--- src/tcp_option_parser_top_assert.svh ---
// ----------------------------------------------------------------------------
// tcp_option_parser_top_assert.svh
// Assertion macros for the TCP option parser.
// ----------------------------------------------------------------------------
`ifndef TCP_OPTION_PARSER_TOP_ASSERT_SVH
`define TCP_OPTION_PARSER_TOP_ASSERT_SVH

// check cons in the same cycle as ante
`define TOPT_ASSERT_SAME(label, clk, rst_n, ante, cons, msg) \
  label: assert property (@(posedge clk) disable iff (!rst_n) (ante) |-> (cons)) \
    else $error(msg);

// check cons in the cycle after ante
`define TOPT_ASSERT_NEXT(label, clk, rst_n, ante, cons, msg) \
  label: assert property (@(posedge clk) disable iff (!rst_n) (ante) |=> (cons)) \
    else $error(msg);

`endif

--- src/topt_pkg.sv ---
// ----------------------------------------------------------------------------
// topt_pkg
// Types and constants shared by the TCP option parser modules.
// ----------------------------------------------------------------------------
`default_nettype none

package topt_pkg;

  localparam int MAX_OPTION_BYTES_DEF = 40;
  localparam logic [15:0] DEFAULT_MSS_RST = 16'd1460;

  localparam logic [7:0] KIND_EOL  = 8'd0;
  localparam logic [7:0] KIND_NOP  = 8'd1;
  localparam logic [7:0] KIND_MSS  = 8'd2;
  localparam logic [7:0] KIND_SACK = 8'd4;
  localparam logic [7:0] KIND_TS   = 8'd8;

  localparam logic [7:0] MIN_LEN   = 8'd2;
  localparam logic [7:0] MSS_BODY  = 8'd2;
  localparam logic [7:0] SACK_BODY = 8'd0;
  localparam logic [7:0] TS_BODY   = 8'd8;

  typedef struct packed {
    logic [7:0] option_byte;
    logic       last_byte;
  } topt_in_t;

  typedef struct packed {
    logic [15:0] mss_value;
    logic        sack_permitted;
    logic        timestamp_seen;
    logic [31:0] ts_value;
    logic [31:0] ts_echo;
    logic        malformed;
  } topt_out_t;

  typedef struct packed {
    logic     consume;
    topt_in_t item;
  } topt_stage_t;

endpackage

`default_nettype wire

--- src/tcp_option_parser_top.sv ---
// ----------------------------------------------------------------------------
// tcp_option_parser_top
// A last byte passes the input register, then its result is registered.
// Throughput: one byte per cycle when not stalled; single parse-state update.
// Reset: synchronous active-low rst_n clears parse state, empties both stages
// and loads default_mss with 1460.
// ----------------------------------------------------------------------------
`default_nettype none

module tcp_option_parser_top import topt_pkg::*; #(
  parameter int MAX_OPTION_BYTES = MAX_OPTION_BYTES_DEF
) (
  input  wire logic        clk,
  input  wire logic        rst_n,
  input  wire logic        in_valid,
  output logic             in_stall,
  input  wire topt_in_t    in_data,
  output logic             out_valid,
  input  wire logic        out_stall,
  output topt_out_t        out_data,
  input  wire logic        cfg_wr_en,
  input  wire logic [15:0] cfg_wr_data
);

  logic        out_valid_r, out_valid_nxt;
  topt_out_t   out_data_r;
  logic [15:0] default_mss_r;
  logic        out_free;
  logic        emit;
  topt_stage_t stage;
  topt_out_t   result;

  assign out_free = ~out_valid_r | ~out_stall;
  assign emit     = stage.consume & stage.item.last_byte;

  topt_in_stage u_in_stage (
    .clk      (clk),
    .rst_n    (rst_n),
    .in_valid (in_valid),
    .in_stall (in_stall),
    .in_data  (in_data),
    .out_free (out_free),
    .stage    (stage)
  );

  topt_parse_core #(
    .MAX_OPTION_BYTES (MAX_OPTION_BYTES)
  ) u_parse_core (
    .clk         (clk),
    .rst_n       (rst_n),
    .stage       (stage),
    .default_mss (default_mss_r),
    .result      (result)
  );

  always_comb begin
    if (emit) begin
      out_valid_nxt = 1'b1;
    end else if (out_stall) begin
      out_valid_nxt = out_valid_r;
    end else begin
      out_valid_nxt = 1'b0;
    end
  end

  always_ff @(posedge clk) begin
    if (!rst_n) begin
      out_valid_r   <= 1'b0;
      default_mss_r <= DEFAULT_MSS_RST;
    end else begin
      out_valid_r <= out_valid_nxt;
      if (cfg_wr_en) begin
        default_mss_r <= cfg_wr_data;
      end
    end
  end

  always_ff @(posedge clk) begin
    if (emit) begin
      out_data_r <= result;
    end
  end

  assign out_valid = out_valid_r;
  assign out_data  = out_data_r;

`include "tcp_option_parser_top_assert.svh"

  `TOPT_ASSERT_NEXT(a_emit_shows, clk, rst_n, emit, out_valid, "last byte gave no result")
  `TOPT_ASSERT_NEXT(a_drain_clears, clk, rst_n, out_valid && !out_stall && !emit, !out_valid, "result repeated")
  `TOPT_ASSERT_SAME(a_ts_zero, clk, rst_n, out_valid && !out_data.timestamp_seen, out_data.ts_value == 32'd0 && out_data.ts_echo == 32'd0, "timestamp words not cleared")
  `TOPT_ASSERT_SAME(a_stall_cause, clk, rst_n, in_stall, out_valid && out_stall, "input stalled with free output")

endmodule

`default_nettype wire

--- src/topt_in_stage.sv ---
// ----------------------------------------------------------------------------
// topt_in_stage
// Input register for option bytes; releases a request to the parser core.
// ----------------------------------------------------------------------------
`default_nettype none

module topt_in_stage import topt_pkg::*; (
  input  wire logic        clk,
  input  wire logic        rst_n,
  input  wire logic        in_valid,
  output logic             in_stall,
  input  wire topt_in_t    in_data,
  input  wire logic        out_free,
  output topt_stage_t      stage
);

  logic     s1_valid_r;
  logic     s1_valid_nxt;
  topt_in_t s1_item_r;
  logic     go;
  logic     load;

  assign go       = s1_valid_r & (~s1_item_r.last_byte | out_free);
  assign in_stall = s1_valid_r & ~go;
  assign load     = in_valid & ~in_stall;

  always_comb begin
    if (load) begin
      s1_valid_nxt = 1'b1;
    end else if (go) begin
      s1_valid_nxt = 1'b0;
    end else begin
      s1_valid_nxt = s1_valid_r;
    end
  end

  always_ff @(posedge clk) begin
    if (!rst_n) begin
      s1_valid_r <= 1'b0;
    end else begin
      s1_valid_r <= s1_valid_nxt;
    end
  end

  always_ff @(posedge clk) begin
    if (load) begin
      s1_item_r <= in_data;
    end
  end

  assign stage.consume = go;
  assign stage.item    = s1_item_r;

endmodule

`default_nettype wire

--- src/topt_parse_core.sv ---
// ----------------------------------------------------------------------------
// topt_parse_core
// Per-area option parse state; forms the result on the last byte.
// ----------------------------------------------------------------------------
`default_nettype none

module topt_parse_core import topt_pkg::*; #(
  parameter int MAX_OPTION_BYTES = MAX_OPTION_BYTES_DEF
) (
  input  wire logic        clk,
  input  wire logic        rst_n,
  input  wire topt_stage_t stage,
  input  wire logic [15:0] default_mss,
  output topt_out_t        result
);

  localparam int CNT_W = $clog2(MAX_OPTION_BYTES + 1);

  typedef enum logic [1:0] {
    PH_KIND,
    PH_LEN,
    PH_BODY,
    PH_ENDED
  } phase_t;

  phase_t       phase_r, phase_nxt;
  logic [7:0]   left_r, left_nxt;
  logic [7:0]   kind_r, kind_nxt;
  logic [15:0]  mss_acc_r, mss_acc_nxt;
  logic [63:0]  ts_acc_r, ts_acc_nxt;
  logic         sack_r, sack_nxt;
  logic         ts_r, ts_nxt;
  logic         mss_r, mss_nxt;
  logic         err_r, err_nxt;
  logic [CNT_W-1:0] cnt_r, cnt_nxt;
  logic [7:0]   b;
  logic [7:0]   left_len;
  logic         err_fin;

  assign b = stage.item.option_byte;

  always_comb begin
    phase_nxt   = phase_r;
    left_nxt    = left_r;
    kind_nxt    = kind_r;
    mss_acc_nxt = mss_acc_r;
    ts_acc_nxt  = ts_acc_r;
    sack_nxt    = sack_r;
    ts_nxt      = ts_r;
    mss_nxt     = mss_r;
    err_nxt     = err_r;
    cnt_nxt     = cnt_r;
    left_len    = 8'd0;
    err_fin     = 1'b0;
    result      = '0;

    if (stage.consume) begin
      if (cnt_r == CNT_W'(MAX_OPTION_BYTES)) begin
        err_nxt = 1'b1;
      end else begin
        unique case (phase_r)
          PH_KIND: begin
            kind_nxt = b;
            if (b == KIND_EOL) begin
              phase_nxt = PH_ENDED;
            end else if (b == KIND_NOP) begin
              phase_nxt = PH_KIND;
            end else begin
              if (b == KIND_MSS) mss_nxt = 1'b0;
              if (b == KIND_TS) ts_nxt = 1'b0;
              phase_nxt = PH_LEN;
            end
          end
          PH_LEN: begin
            if (kind_r == KIND_MSS) begin
              left_len = MSS_BODY;
            end else if (kind_r == KIND_SACK) begin
              left_len = SACK_BODY;
            end else if (kind_r == KIND_TS) begin
              left_len = TS_BODY;
            end else begin
              left_len = b - MIN_LEN;
            end
            if (kind_r != KIND_MSS && kind_r != KIND_SACK && kind_r != KIND_TS &&
                b < MIN_LEN) begin
              err_nxt   = 1'b1;
              phase_nxt = PH_ENDED;
            end else begin
              left_nxt = left_len;
              if (left_len == 8'd0) begin
                if (kind_r == KIND_MSS) mss_nxt = 1'b1;
                if (kind_r == KIND_SACK) sack_nxt = 1'b1;
                if (kind_r == KIND_TS) ts_nxt = 1'b1;
                phase_nxt = PH_KIND;
              end else begin
                phase_nxt = PH_BODY;
              end
            end
          end
          PH_BODY: begin
            if (kind_r == KIND_MSS) mss_acc_nxt = {mss_acc_r[7:0], b};
            if (kind_r == KIND_TS) ts_acc_nxt = {ts_acc_r[55:0], b};
            left_nxt = left_r - 8'd1;
            if (left_r == 8'd1) begin
              if (kind_r == KIND_MSS) mss_nxt = 1'b1;
              if (kind_r == KIND_SACK) sack_nxt = 1'b1;
              if (kind_r == KIND_TS) ts_nxt = 1'b1;
              phase_nxt = PH_KIND;
            end
          end
          PH_ENDED: begin
            phase_nxt = PH_ENDED;
          end
          default: begin
            phase_nxt = PH_ENDED;
          end
        endcase
      end

      if (cnt_r != CNT_W'(MAX_OPTION_BYTES)) begin
        cnt_nxt = cnt_r + CNT_W'(1);
      end

      if (stage.item.last_byte) begin
        err_fin = err_nxt | (phase_nxt == PH_LEN) | (phase_nxt == PH_BODY);
        result.mss_value      = mss_nxt ? mss_acc_nxt : default_mss;
        result.sack_permitted = sack_nxt;
        result.timestamp_seen = ts_nxt;
        result.ts_value       = ts_nxt ? ts_acc_nxt[63:32] : 32'd0;
        result.ts_echo        = ts_nxt ? ts_acc_nxt[31:0] : 32'd0;
        result.malformed      = err_fin;
        phase_nxt = PH_KIND;
        left_nxt  = 8'd0;
        kind_nxt  = 8'd0;
        sack_nxt  = 1'b0;
        ts_nxt    = 1'b0;
        mss_nxt   = 1'b0;
        err_nxt   = 1'b0;
        cnt_nxt   = '0;
      end
    end
  end

  always_ff @(posedge clk) begin
    if (!rst_n) begin
      phase_r   <= PH_KIND;
      left_r    <= 8'd0;
      kind_r    <= 8'd0;
      mss_acc_r <= DEFAULT_MSS_RST;
      ts_acc_r  <= '0;
      sack_r    <= 1'b0;
      ts_r      <= 1'b0;
      mss_r     <= 1'b0;
      err_r     <= 1'b0;
      cnt_r     <= '0;
    end else begin
      phase_r   <= phase_nxt;
      left_r    <= left_nxt;
      kind_r    <= kind_nxt;
      mss_acc_r <= mss_acc_nxt;
      ts_acc_r  <= ts_acc_nxt;
      sack_r    <= sack_nxt;
      ts_r      <= ts_nxt;
      mss_r     <= mss_nxt;
      err_r     <= err_nxt;
      cnt_r     <= cnt_nxt;
    end
  end

endmodule

`default_nettype wire
--- config.mk ---
export PLATFORM = sky130hd
export DESIGN_NAME = tcp_option_parser_top
export DESIGN_NICKNAME = d
export VERILOG_FILES = /design/src/topt_pkg.sv /design/src/tcp_option_parser_top.sv /design/src/topt_in_stage.sv /design/src/topt_parse_core.sv
export VERILOG_INCLUDE_DIRS = /design/src /design/src/src
export SDC_FILE = /design/constraint.sdc
export NUM_CORES = 1
export LEC_CHECK = 0
export BUFFER_PORTS_ARGS = -buffer_cell sky130_fd_sc_hd__buf_2
export CAP_MARGIN = 20
export CORE_MARGIN = 8
export CORE_UTILIZATION = 58
export CTS_CLUSTER_SIZE = 40
export DETAILED_ROUTE_END_ITERATION = 12
export GPL_TIMING_DRIVEN = 0
export PLACE_DENSITY = 0.86
export SLEW_MARGIN = 15
export SYNTH_ARGS = -nofsm -noshare
export SYNTH_HDL_FRONTEND = slang
export SYNTH_HIERARCHICAL = 1
export SYNTH_SLANG_ARGS = --single-unit
--- constraint.sdc ---
create_clock -name clk -period 3.65 [get_ports clk]
set_clock_uncertainty 0.05 [all_clocks]
set_input_delay 0.1825 -clock clk [delete_from_list [all_inputs] [get_ports clk]]
set_output_delay 0.1825 -clock clk [all_outputs]
set_load 0.03 [all_outputs]
After elaboration in Yosys (flattened, before gate mapping)
Cells that the tools add are included.
- div/mod/pow operators: 0
- add/subtract/negate cells: 3
- shifts and indexed selects: 0
- reduce and logical (&&, ||, !) cells: 15
- multipliers: 0
- eq/ne operators: 20
- order comparisons: 1
- multiplexer cells: 69
- bitwise gates (word level): 13
- operators by type and width (cell ; count):
    64-bit 2-to-1 mux ; 3
    8-bit 2-to-1 mux ; 12
    16-bit 2-to-1 mux ; 4
    1-bit 2-to-1 mux ; 36
    8-bit by 1-bit == test with 1-bit output (second input constant) ; 2
    8-bit by 2-bit == test with 1-bit output (second input constant) ; 2
    8-bit by 4-bit == test with 1-bit output (second input constant) ; 2
    8-bit zero test ; 2
    8-bit one-hot mux with 2 select lines ; 1
    2-bit 2-to-1 mux ; 7
    6-bit 2-to-1 mux ; 2
    8-bit by 3-bit == test with 1-bit output (second input constant) ; 1
    8-bit by 2-bit less-than comparator with 1-bit output (second input constant) ; 1
    8-bit by 2-bit != test with 1-bit output (second input constant) ; 1
    8-bit by 3-bit != test with 1-bit output (second input constant) ; 1
    8-bit by 4-bit != test with 1-bit output (second input constant) ; 1
    2-bit one-hot mux with 4 select lines ; 1
    8-bit by 1-bit subtractor with 8-bit output (second input constant) ; 1
    8-bit by 2-bit subtractor with 8-bit output (second input constant) ; 1
    6-bit by 1-bit adder with 6-bit output (second input constant) ; 1
    2-bit == test (second input constant) ; 3
    6-bit == test (second input constant) ; 1
    6-bit != test (second input constant) ; 1
    1-bit one-hot mux with 3 select lines ; 2
    15 further kinds ; 32
- word-level logic and storage cells: 142
- input port bits: 30
- latch bits: 0
- output and inout port bits: 85
- register bits: 218
- memory bits (writable): 0
- ROM bits: 0
- memories: 0

Depth between registers and ports, before layout
Gate-level depths: netlist of run 1.
- depth in word-level cells: 16
- gate-level depth with buffers: 11

Modules after synthesis
The synthesis of run 1 kept the hierarchy.
- modules (own cells, without submodules) (module ; times used ; area an instance (µm²) ; cells each ; seq. area each (µm²)):
    topt_parse_core ; 1 ; 6337.3 ; 896 ; 2162.1
    tcp_option_parser_top ; 1 ; 3133.0 ; 139 ; 2832.7
    topt_in_stage ; 1 ; 331.6 ; 16 ; 290.3

Worst setup path before layout of run 1
OpenSTA, ideal clock, no wires.
- kind: register to register
- start point: reg out_valid_r, in the netlist out_valid
- end point: reg out_data_r, in the netlist out_data[0] (enable)
- setup slack: 0.662 ns
- clock period less this slack: 2.988 ns
- data arrival time: 2.501 ns
- cell stages (with the launch flop): 7
- cells stage by stage: dfxtp_1 nand2_1 inv_1 a21boi_0 buf_4 nand2_1 inv_1
- longest elaborated chain between the ends: 5
- ends and longest elaborated chain (element ; RTL line ; text):
    from (decl) ; tcp_option_parser_top.sv:25 ; logic out_valid_r, out_valid_nxt;
    from (signal assigned) ; tcp_option_parser_top.sv:71 ; out_valid_r <= out_valid_nxt;
    1-bit inverter ; tcp_option_parser_top.sv:33 ; assign out_free = ~out_valid_r | ~out_stall;
    1-bit bitwise OR ; tcp_option_parser_top.sv:33 ;
    net out_free ; tcp_option_parser_top.sv:28 ; logic out_free;
    1-bit bitwise OR ; topt_in_stage.sv:23 ; assign go = s1_valid_r & (~s1_item_r.last_byte | out_free);
    1-bit AND ; topt_in_stage.sv:23 ;
    net u_in_stage.go ; topt_in_stage.sv:20 ; logic go;
    1-bit AND ; tcp_option_parser_top.sv:34 ; assign emit = stage.consume & stage.item.last_byte;
    net emit ; tcp_option_parser_top.sv:29 ; logic emit;
    to (signal assigned) ; tcp_option_parser_top.sv:80 ; out_data_r <= result;
    to (decl) ; tcp_option_parser_top.sv:26 ; topt_out_t out_data_r;
The timed path passes the listed nets, and every way through them passes these cells.
A chain may end at the register's enable or synchronous reset.

Final worst setup path of run 1
- start point: reg u_parse_core.cnt_r[0]
- end point: reg out_data_r, in the netlist out_data[79], data pin
- longest elaborated chain between the ends: 4
- ends and longest elaborated chain (element ; RTL line ; text):
    from (decl) ; topt_parse_core.sv:35 ; logic [CNT_W-1:0] cnt_r, cnt_nxt;
    from (signal assigned) ; topt_parse_core.sv:166 ; cnt_r <= cnt_nxt;
    6-bit == test * ; topt_parse_core.sv:58 ; if (cnt_r == CNT_W'(MAX_OPTION_BYTES)) begin
    1-bit 2-to-1 mux ; topt_parse_core.sv:58 ;
    1-bit 2-to-1 mux ; topt_parse_core.sv:57 ; if (stage.consume) begin
    16-bit 2-to-1 mux * ; topt_parse_core.sv:126 ; result.mss_value = mss_nxt ? mss_acc_nxt : default_mss;
Every way passes the cells marked *; elsewhere a longest branch is shown, timed or not. The select of a mux whose other input is x is not followed.

==> results of run 1 <==
## logic make-up after synthesis
family / share of synthesized area
AO/OA/AOI/OAI: 0.174
AND/OR/NAND/NOR: 0.193
adder cells (fa/ha/maj): 0.0128
multiplexers: 0.0287
buffers and inverters: 0.0419
XOR/XNOR: 0.00983
flip-flops: 0.539
## synthesized netlist by cell type (3+ instances only)
cell type    n  area, sq um
buf_1        4         15.0
nand3_1     10         50.1
nor3_1       6         30.0
nor4_1       4         25.0
a21o_1       6         45.0
edfxtp_1    92         2760
o211ai_1     4         30.0
a21oi_1     76          380
a21boi_0    81          608
dfxtp_1    126         2520
buf_6        3         33.8
a32oi_1      3         26.3
and3_1       6         37.5
mux2i_1     27          270
xor2_1       5         43.8
a211oi_2    14          175
a41oi_1      3         26.3
xnor2_1      6         52.6
nand2_1    319         1200
ha_1        10          125
a311oi_1     4         35.0
o21ai_0     11         55.1
inv_1       17         63.8
or3_1        5         31.3
nor2b_1     31          194
a22oi_1     14          105
o31ai_1      5         37.5
or4_1        3         22.5
clkbuf_1    65          244
nor2_1      46          173
nand2b_1     3         18.8
or2_2        3         18.8
## cell type report
class / count / area, sq um
tap: 220 / 275
inverter: 18 / 70.1
multi-input combinational: 737 / 4110
sequential: 218 / 5290
fill: 1139 / 4700
clock buffer: 29 / 627
buffer: 77 / 339
timing repair buffer: 153 / 983
clock inverter: 11 / 193
## placed cells by master (no fill, tap or decap), types with 6 or more instances in the layout
master and instances:
inv_1 16, a21oi_1 76, edfxtp_1 92, a22oi_1 14, a21o_1 6, buf_2 115, a21boi_0 81, dfxtp_1 126
xnor2_1 6, nor2b_1 31, ha_1 10, nor2_1 46, mux2i_1 27, clkbuf_1 66, nor3_1 6, nand2_1 319
a211oi_2 14, o21ai_0 11, and3_1 6, dlygate4sd3_1 39, clkbuf_16 22, nand3_1 10
## what timing repair did
| item | CTS | global route |
|---|---|---|
| hold buffers | 39 | 0 |
| hold endpoints to repair | 27 | 0 |
| setup endpoints to repair | 0 | 33 |
## per-layer routing
metal	vias to the layer above	global-route usage
li1	3960	-
met1	3937	0.288
met2	478	0.406
met3	102	0.0479
met4	0	0.111
met5	-	0
## power breakdown
group	switching (W)	internal, W
clock network	0.000950	0.00156
registers	0.0000214	0.00257
logic	0.000195	0.000128
## state kept, by name, summed over array words and instances (netlist names), 2 cells and up
register,flops
default_mss_r,16
u_parse_core/kind_r,8
out_data,83
u_parse_core/phase_r,2
u_parse_core/cnt_r,6
u_parse_core/left_r,8
u_parse_core/ts_acc_r,64
u_parse_core/mss_acc_r,16
u_in_stage/stage,9
## final timing paths
kind	start	end	depth (start not counted)
max	u_parse_core/cnt_r[0]	out_data[79]	9
min	cfg_wr_en	default_mss_r[4]	4
max reg2reg	u_parse_core/cnt_r[0]	out_data[79]	9
min reg2reg	u_parse_core/ts_acc_r[57]	u_parse_core/ts_acc_r[57]	2
## worst max-delay path: stages, from the launching register on
cell and delay [ps]:
dfxtp_1 340, inv_1 70, ha_1 140, nand2_1 60
nor3_1 870, or3_1 230, clkbuf_1 270, clkbuf_1 570
mux2i_1 410, a211oi_2 130
## metrics by stage
step           hold slack, ps   util  cell area (sq um)  instances
5_1_grt                  81.0  0.716              11900       1463
3_3_place_gp              311  0.642              10600       1384
6_report                 76.6  0.716              11900       1463
2_1_floorplan             231      -               9800       1051
3_5_place_dp              311  0.644              10700       1385
4_1_cts                  70.3  0.717              11900       1464
==> key figures, run 1 <==
Route
  – Initial DRC count: 830
  – Vias per cell: approximately 5.8
  – WL met3: 2430 um
  – DRT Pass-1 Iters: 6
  – Via count: about 8.5k
  – Drc violations: 0
  – Metal2 WL: approximately 13000 um
  – Antenna-violating nets left: 0
  – Highest Signal Layer: met4
  – Wire per inst: roughly 18 um
  – M1 WL: 9890 um
  – Final wirelength: 26200 um

Status
  – Result of the run: complete, no violations

Global routing
  – Largest net degree at the start of global routing: slightly above 70
  – Overflow after GRT: 0
  – First-pass GRT wire length: ~42000 um
  – Initial antenna violation count: 0
  – Vias in the first global route: about 8.3k
  – Total global-route track usage: 0.239

STA
  – Final Hold Viols: 0
  – Slew Limit Fails: 0
  – Actual slew at the worst max-slew pin: about 1100 ps
  – Fmax achieved: 293 MHz
  – Setup TNS: 0 ps
  – Relative slew slack: 0.264
  – # setup viols final: 0
  – Tcrit/Tclk final: 0.936
  – Unrepaired setup endpoints after global routing: no
  – Final worst slack: around 230 ps
  – Crit path time final: approximately 3400 ps

Final layout
  – Diodes inserted: 0
  – Final net count: around 1.3k
  – Layout cells sized above 1: 0.149
  – Area delta synth->final: 21.2%

Floorplan
  – Num rows: 47
  – Core area: 16600 sq um
  – Die area: ~21000 sq um
  – Die W: roughly 150 um
  – Die Height: around 150 um
  – Starting Density: 0.591
  – IO Pins: around 120

Pwr
  – Worst vdd ir: 0.359 mV
  – Final Total Pwr: ~0.0054 W
  – Power density over the cells: 457 nW/um^2
  – Pleak: about 4.3 nW

Synth
  – Top FF cell, synth: dfxtp_1
  – Post-synthesis average cell area: 9.33 sq um
  – Synth Register Bits: roughly 220
  – EDFF count, synth: 92
  – Post-Syn Area: approximately 9800 sq um
  – Register area share after synthesis: 0.539
  – Syn nets: roughly 1.1k
  – Yosys warnings: 6
  – Gate count of the mapped netlist: approximately 1.1k
  – Distinct cells, synth: 62
  – FFs w/ async S/R, synth: 0

CTS
  – Post-CTS Setup Bufs: 0
  – Clk buf depth: 3
  – H-tree level count: 1
  – Clock slew at reported path FFs: around 70 ps
  – Root Buffer: clkbuf_16
  – CTS Sinks: ~220
  – # resized after CTS: 0
  – Worst-skew pair later-pin latency: between 500 and 600 ps
  – CTS tree: built
  – TritonCTS buffer count: 22

Place
  – Port bufs: between 100 and 150
  – Final HPWL DP: 16500 um
  – Setup Slack @ Placement: 182 ps
  – Gpl congestion: just over 0.9

Flow run
  – Max Cap Viol: 0

Min path
  – Hold WC Path Type: in -> reg

Setup path
  – Critical Path Fanout Max: 10
  – CP Launch Type: register
  – WP data required: ~3800 ps
  – Kind of critical path: reg -> reg
  – Flop2flop setup slack: 230 ps
  – Crit. End Element: register
  – Critical Path AT: 3590 ps
No activity file was read; power rests on OpenSTA's default activity.
==> run 2: changes to the inputs <==
--- a/config.mk
+++ b/config.mk
@@ -8,8 +8,10 @@
 export LEC_CHECK = 0
 export BUFFER_PORTS_ARGS = -buffer_cell sky130_fd_sc_hd__buf_2
 export CAP_MARGIN = 20
+export CELL_PAD_IN_SITES_DETAIL_PLACEMENT = 0
+export CELL_PAD_IN_SITES_GLOBAL_PLACEMENT = 2
 export CORE_MARGIN = 8
-export CORE_UTILIZATION = 58
+export CORE_UTILIZATION = 36
 export CTS_CLUSTER_SIZE = 40
 export DETAILED_ROUTE_END_ITERATION = 12
 export GPL_TIMING_DRIVEN = 0
==> key figures, run 2 (synthesized netlist as in run 1, its figures left out) <==
STA
  – Final worst slack: 280 ps (+47.6 ps)
  – Crit path time final: 3370 ps (-47.6 ps)
  – Relative slew slack: 0.299 (+0.0350)
  – Final Hold Viols: 0 (unchanged)
  – Actual slew at the worst max-slew pin: 1040 ps (-52.1 ps)
  – Slew Limit Fails: 0 (unchanged)
  – Hold WS: 40.8 ps (-35.8 ps)
  – Fmax achieved: 297 MHz (+1.4%)
  – Tcrit/Tclk final: 0.923 (-0.0130)
  – # setup viols final: 0 (unchanged)
  – Unrepaired setup endpoints after global routing: no

Setup path
  – Most common cell on crit path: clkbuf_1
  – Crit. End Element: register
  – CP max stage delay: 700 ps (-170 ps)
  – Kind of critical path: reg -> reg
  – Worst path slowest cell: or4_1
  – WP data required: 3850 ps (+30 ps)
  – Critical Path AT: 3570 ps (-20 ps)
  – CP Launch Type: register
  – Critical path cell sequence: clkbuf_1 > or4_1 > o41ai_1 > nand4b_1 > nand2_1 > a21o_2 > clkbuf_1 > a21oi_1
  – Critical Path Fanout Max: 11 (+1)

Final layout
  – Layout cells sized above 1: 0.151 (+0.00188)
  – Commonest non-fill, non-tap cell in the layout: nand2_1
  – Diodes inserted: 0 (unchanged)
  – Final net count: 1274 (+0.55%)
  – Layout Cells excl Fill: 1595 (+9.0%)
  – Fillers: 2649 (+130%)
  – Most frequent cells in the layout: 319 x nand2_1, 126 x dfxtp_1, 115 x buf_2
  – Final instance area: 12100 sq um (+1.8%)
  – Area delta synth->final: 23.3%
  – Multi-input gate area: 4110 sq um (about the same)
  – Max FFs per register: 83 (unchanged)
  – FF+latch area: 5290 sq um (unchanged)

Global routing
  – Total global-route track usage: 0.164 (-0.0751)
  – Overflow after GRT: 0 (unchanged)
  – Initial antenna violation count: 0 (unchanged)
  – First-pass GRT wire length: 43900 um (+3.9%)
  – Vias in the first global route: 7998 (-3.4%)
  – Largest net degree at the start of global routing: 48 (-32%)

Route
  – Wire per inst: 17.3 um (-3.7%)
  – Final wirelength: 27500 um (+5.0%)
  – Initial DRC count: 570 (-31%)
  – Vias per cell: 4.96 (-14%)
  – Antenna-violating nets left: 0 (unchanged)
  – Drc violations: 0 (unchanged)
  – Via count: 7905 (-6.7%)
  – DRT Pass-1 Iters: 5 (-1)

CTS
  – Clk buf depth: 3 (unchanged)
  – CTS tree: built
  – CTS Sinks: 218 (unchanged)
  – Root Buffer: clkbuf_16
  – TritonCTS buffer count: 26 (+18%)
  – Clock slew at reported path FFs: 60 ps (about the same)
  – H-tree level count: 1 (unchanged)
  – Worst-skew pair later-pin latency: 530 ps (about the same)

Place
  – Port bufs: 113 (unchanged)
  – Setup Slack @ Placement: -141 ps (-322 ps)
  – Placed instance count: 1507 (+8.8%)
  – Gpl congestion: 0.844 (-9.7%)
  – Placed inst area: 10800 sq um (+1.4%)
  – Final HPWL DP: 19000 um (+15%)

Floorplan
  – Num rows: 60 (+28%)
  – IO Pins: 115 (unchanged)
  – Die Height: 181 um (+24%)
  – Die area: 32800 sq um (+54%)
  – Die W: 181 um (+24%)
  – Starting Density: 0.365 (-0.226)
  – Core area: 26900 sq um (+62%)

Flow run
  – Max Cap Viol: 0 (unchanged)

Pwr
  – Power density over the cells: 452 nW/um^2 (-1.1%)
  – Worst vdd ir: 0.264 mV (-27%)
  – Pleak: 4.31 nW (+0.63%)

Min path
  – Hold WC Path Type: in -> reg

Status
  – Result of the run: complete, no violations
-- run 2: cell types whose count changed in the layout (fill, tap and decap cells not counted), sizes merged --
cell | previous run | this run
bufinv | 5 | 2
clkbuf | 94 | 99
inv | 17 | 18
buf | 126 | 127
dlygate4sd3 | 39 | 41
clkinv | 6 | 11
-- run 2: report_power, final --
part	internal (W)	switching, W
combinational	0.000130	0.000196
clock	0.00154	0.00101
sequential	0.00257	0.0000197
-- run 2: through the flow --
stage,power [W],setup TNS (ps),utilization
final,0.00546,0,0.450
after global routing,0.00566,0,0.450
after CTS,0.00554,0,0.450
after detailed placement,0.00293,-4830,0.403
after global placement,0.00293,-776,0.402
after floorplan,0.00283,0,-
-- run 2: worst max-delay path: cells and delay by family, from the launching register on --
family,cells,cell delay [ps]
AND/OR/NAND/NOR,3,980
buffers and inverters,2,750
flip-flops,1,350
AO/OA/AOI/OAI,3,950
-- run 2: repair_timing --
item | CTS | global route
endpoints found under the hold margin | 27 | 0
pin swaps | 0 | 0
setup endpoints to repair | 50 | 59
resized for setup | 0 | 1
hold buffers | 41 | 0
buffers inserted | 0 | 0
-- run 2: cell type report --
type | instances | share of cell area
sequential | 218 | 0.437
tap | 341 | 0.0353
multi-input combinational | 737 | 0.340
clock inverter | 14 | 0.0113
buffer | 77 | 0.0280
inverter | 18 | 0.00580
clock buffer | 34 | 0.0597
timing repair buffer | 156 | 0.0830
-- run 2: per-layer routing --
metal | up-vias | wire [um] | track usage
li1 | 3993 | - | -
met1 | 3742 | 12900 | 0.214
met2 | 131 | 13000 | 0.278
met4 | 0 | 582 | 0.0439
met5 | - | 0 | 0
met3 | 39 | 1080 | 0.0267
-- run 2: worst paths after layout --
path,startpoint,to,slack (ps),cells after the start
worst max-delay path,u_in_stage/stage[7],out_data[11],280,8
worst min register to register,u_parse_core/ts_acc_r[60],u_parse_core/ts_acc_r[60],410,2
worst min-delay path,cfg_wr_en,default_mss_r[7],40,4
worst max register to register,u_in_stage/stage[7],out_data[11],280,8
==> run 3: changes to the inputs <==
--- a/config.mk
+++ b/config.mk
@@ -11,11 +11,11 @@
 export CELL_PAD_IN_SITES_DETAIL_PLACEMENT = 0
 export CELL_PAD_IN_SITES_GLOBAL_PLACEMENT = 2
 export CORE_MARGIN = 8
-export CORE_UTILIZATION = 36
+export CORE_UTILIZATION = 33
 export CTS_CLUSTER_SIZE = 40
 export DETAILED_ROUTE_END_ITERATION = 12
 export GPL_TIMING_DRIVEN = 0
-export PLACE_DENSITY = 0.86
+export PLACE_DENSITY = 0.83
 export SLEW_MARGIN = 15
 export SYNTH_ARGS = -nofsm -noshare
 export SYNTH_HDL_FRONTEND = slang
==> constraint.sdc (replaced) <==
create_clock -name clk -period 2.8 [get_ports clk]
set_clock_uncertainty 0.05 [all_clocks]
set_input_delay 0.14 -clock clk [delete_from_list [all_inputs] [get_ports clk]]
set_output_delay 0.14 -clock clk [all_outputs]
set_load 0.03 [all_outputs]
==> key figures, run 3 (synthesized netlist as in run 1, its figures left out) <==
Status
  – Result of the run: complete, no violations

Pwr
  – Power density over the cells: 581 nW/um^2 (+29%)
  – Pleak: 4.46 nW (+3.5%)
  – Final Total Pwr: 0.00721 W (+32%)
  – Comb power frac: 0.060 (about the same)
  – Flop pwr share: 0.469 (-0.005)
  – Switching Fraction: 0.219 (-0.00465)
  – Pint: 0.00563 W (+33%)
  – Clk pwr share: 0.471 (+0.005)
  – Net switching power: 0.00158 W (+29%)
  – Worst vdd ir: 0.349 mV (+32%)

Flow run
  – Max Cap Viol: 0 (unchanged)

Final layout
  – Most frequent cells in the layout: 318 x nand2_1, 125 x dfxtp_1, 117 x buf_2
  – Final net count: 1279 (+0.39%)
  – Layout cells sized above 1: 0.200 (+0.0498)
  – Max FFs per register: 83 (unchanged)
  – Commonest non-fill, non-tap cell in the layout: nand2_1
  – Final instance area: 12400 sq um (+2.7%)
  – Diodes inserted: 0 (unchanged)
  – Fin util: 0.421 (-0.0285)
  – Area delta synth->final: 26.7%

Route
  – Vias per cell: 4.81 (-2.9%)
  – DRT Pass-1 Iters: 5 (unchanged)
  – Drc violations: 0 (unchanged)
  – Final wirelength: 27900 um (+1.1%)
  – Antenna-violating nets left: 0 (unchanged)
  – Initial DRC count: 572 (+0.35%)
  – Wire per inst: 16.9 um (-2.1%)
  – Via count: 7930 (+0.32%)

Min path
  – Hold WC Path Type: in -> reg
  – Hold Path Origin: cfg_wr_en

Floorplan
  – Core area: 29500 sq um (+9.7%)
  – Die Height: 188 um (+4.1%)
  – Starting Density: 0.332 (-0.0322)
  – IO Pins: 115 (unchanged)
  – Num rows: 63 (+5.0%)
  – Die area: 35500 sq um (+8.3%)
  – Die W: 188 um (+4.1%)

STA
  – Setup TNS: 0 ps (unchanged)
  – Relative slew slack: 0.511 (+0.212)
  – Actual slew at the worst max-slew pin: 730 ps (-314 ps)
  – Tcrit/Tclk final: 0.994 (+0.0706)
  – # setup viols final: 0 (unchanged)
  – Fmax achieved: 359 MHz (+21%)
  – Hold WS: 21.0 ps (-19.8 ps)
  – Final Hold Viols: 0 (unchanged)
  – Unrepaired setup endpoints after global routing: yes
  – Crit path time final: 2780 ps (-587 ps)
  – Slew Limit Fails: 0 (unchanged)

Global routing
  – Initial antenna violation count: 0 (unchanged)
  – Vias in the first global route: 7985 (-0.16%)
  – Overflow after GRT: 0 (unchanged)
  – First-pass GRT wire length: 44700 um (+1.8%)
  – Largest net degree at the start of global routing: 41 (-15%)
  – Total global-route track usage: 0.154 (-0.0101)

Setup path
  – WP data required: 3100 ps (-750 ps)
  – Crit. End Element: register
  – Critical Path Start: u_parse_core/left_r[2]
  – Critical Path Fanout Max: 7 (-4)
  – R2r startpoint: u_parse_core/left_r[2]
  – Kind of critical path: reg -> reg
  – Critical Path AT: 3090 ps (-480 ps)
  – CP Launch Type: register

CTS
  – CTS Sinks: 218 (unchanged)
  – Clock slew at reported path FFs: 60 ps (about the same)
  – Root Buffer: clkbuf_16
  – H-tree level count: 1 (unchanged)
  – Clk buf depth: 3 (unchanged)
  – TritonCTS buffer count: 25 (-3.8%)
  – Worst-skew pair later-pin latency: 520 ps (about the same)
  – CTS tree: built

Place
  – Final HPWL DP: 19000 um (about the same)
  – Port bufs: 113 (unchanged)
  – Gpl congestion: 0.829 (-1.7%)
  – Placed inst area: 10900 sq um (+0.72%)
[run 3: layer usage]
layer,vias up,wire [um],track usage
met4,0,330,0.0298
li1,3996,-,-
met3,31,1200,0.0257
met2,133,13400,0.263
met1,3770,12900,0.204
met5,-,0,0
[run 3: area by class of cell]
class	count	area [sq um]
inverters	18	71.3
multi-input cells	737	4210
fillers	3003	17100
clock inverters	14	200
plain buffers	72	392
well taps	390	488
repair buffers	167	1120
clock buffers	31	648
flip-flops and latches	218	5290
[run 3: power by group through the flow]
stage,Clock (W),Sequential (W),Combinational (W)
finish,0.00340,0.00338,0.000431
global route,0.00362,0.00339,0.000464
CTS,0.00348,0.00338,0.000429
detailed placement,0,0.00345,0.000378
global placement,0,0.00345,0.000370
floorplan,0,0.00348,0.000206
[run 3: timing repair]
action / 4_1_cts / 5_1_grt
endpoints found under the hold margin: 27 / 0
hold buffers: 41 / 0
gates resized for setup: 31 / 65
pin swaps: 3 / 11
setup buffers: 7 / 2
setup endpoints to repair: 158 / 149
gates cloned: 2 / 0
[run 3: final timing paths]
| path | to | slack, ps | cells after the start |
|---|---|---|---|
| hold / removal | default_mss_r[2] | 20 | 4 |
| hold reg to reg | u_parse_core/ts_acc_r[59] | 410 | 2 |
| setup reg to reg | out_data[77] | 20 | 8 |
| setup / recovery | out_data[77] | 20 | 8 |
[run 3: through the flow]
step	setup WS (ps)	instances
final	17.2	1647
after detailed placement	-893	1556
after global placement	-864	1554
after floorplan	128	1051
after CTS	4.84	1647
after global routing	-35.7	1647
[run 3: worst max-delay path, cell delays in order, from the launching register on]
cell      delay, ps
dfxtp_4         360
or4_4           540
or4b_4          570
or4_4           450
o21ai_4         160
buf_12          140
buf_6           120
nor2_1           50
a211oi_2        180
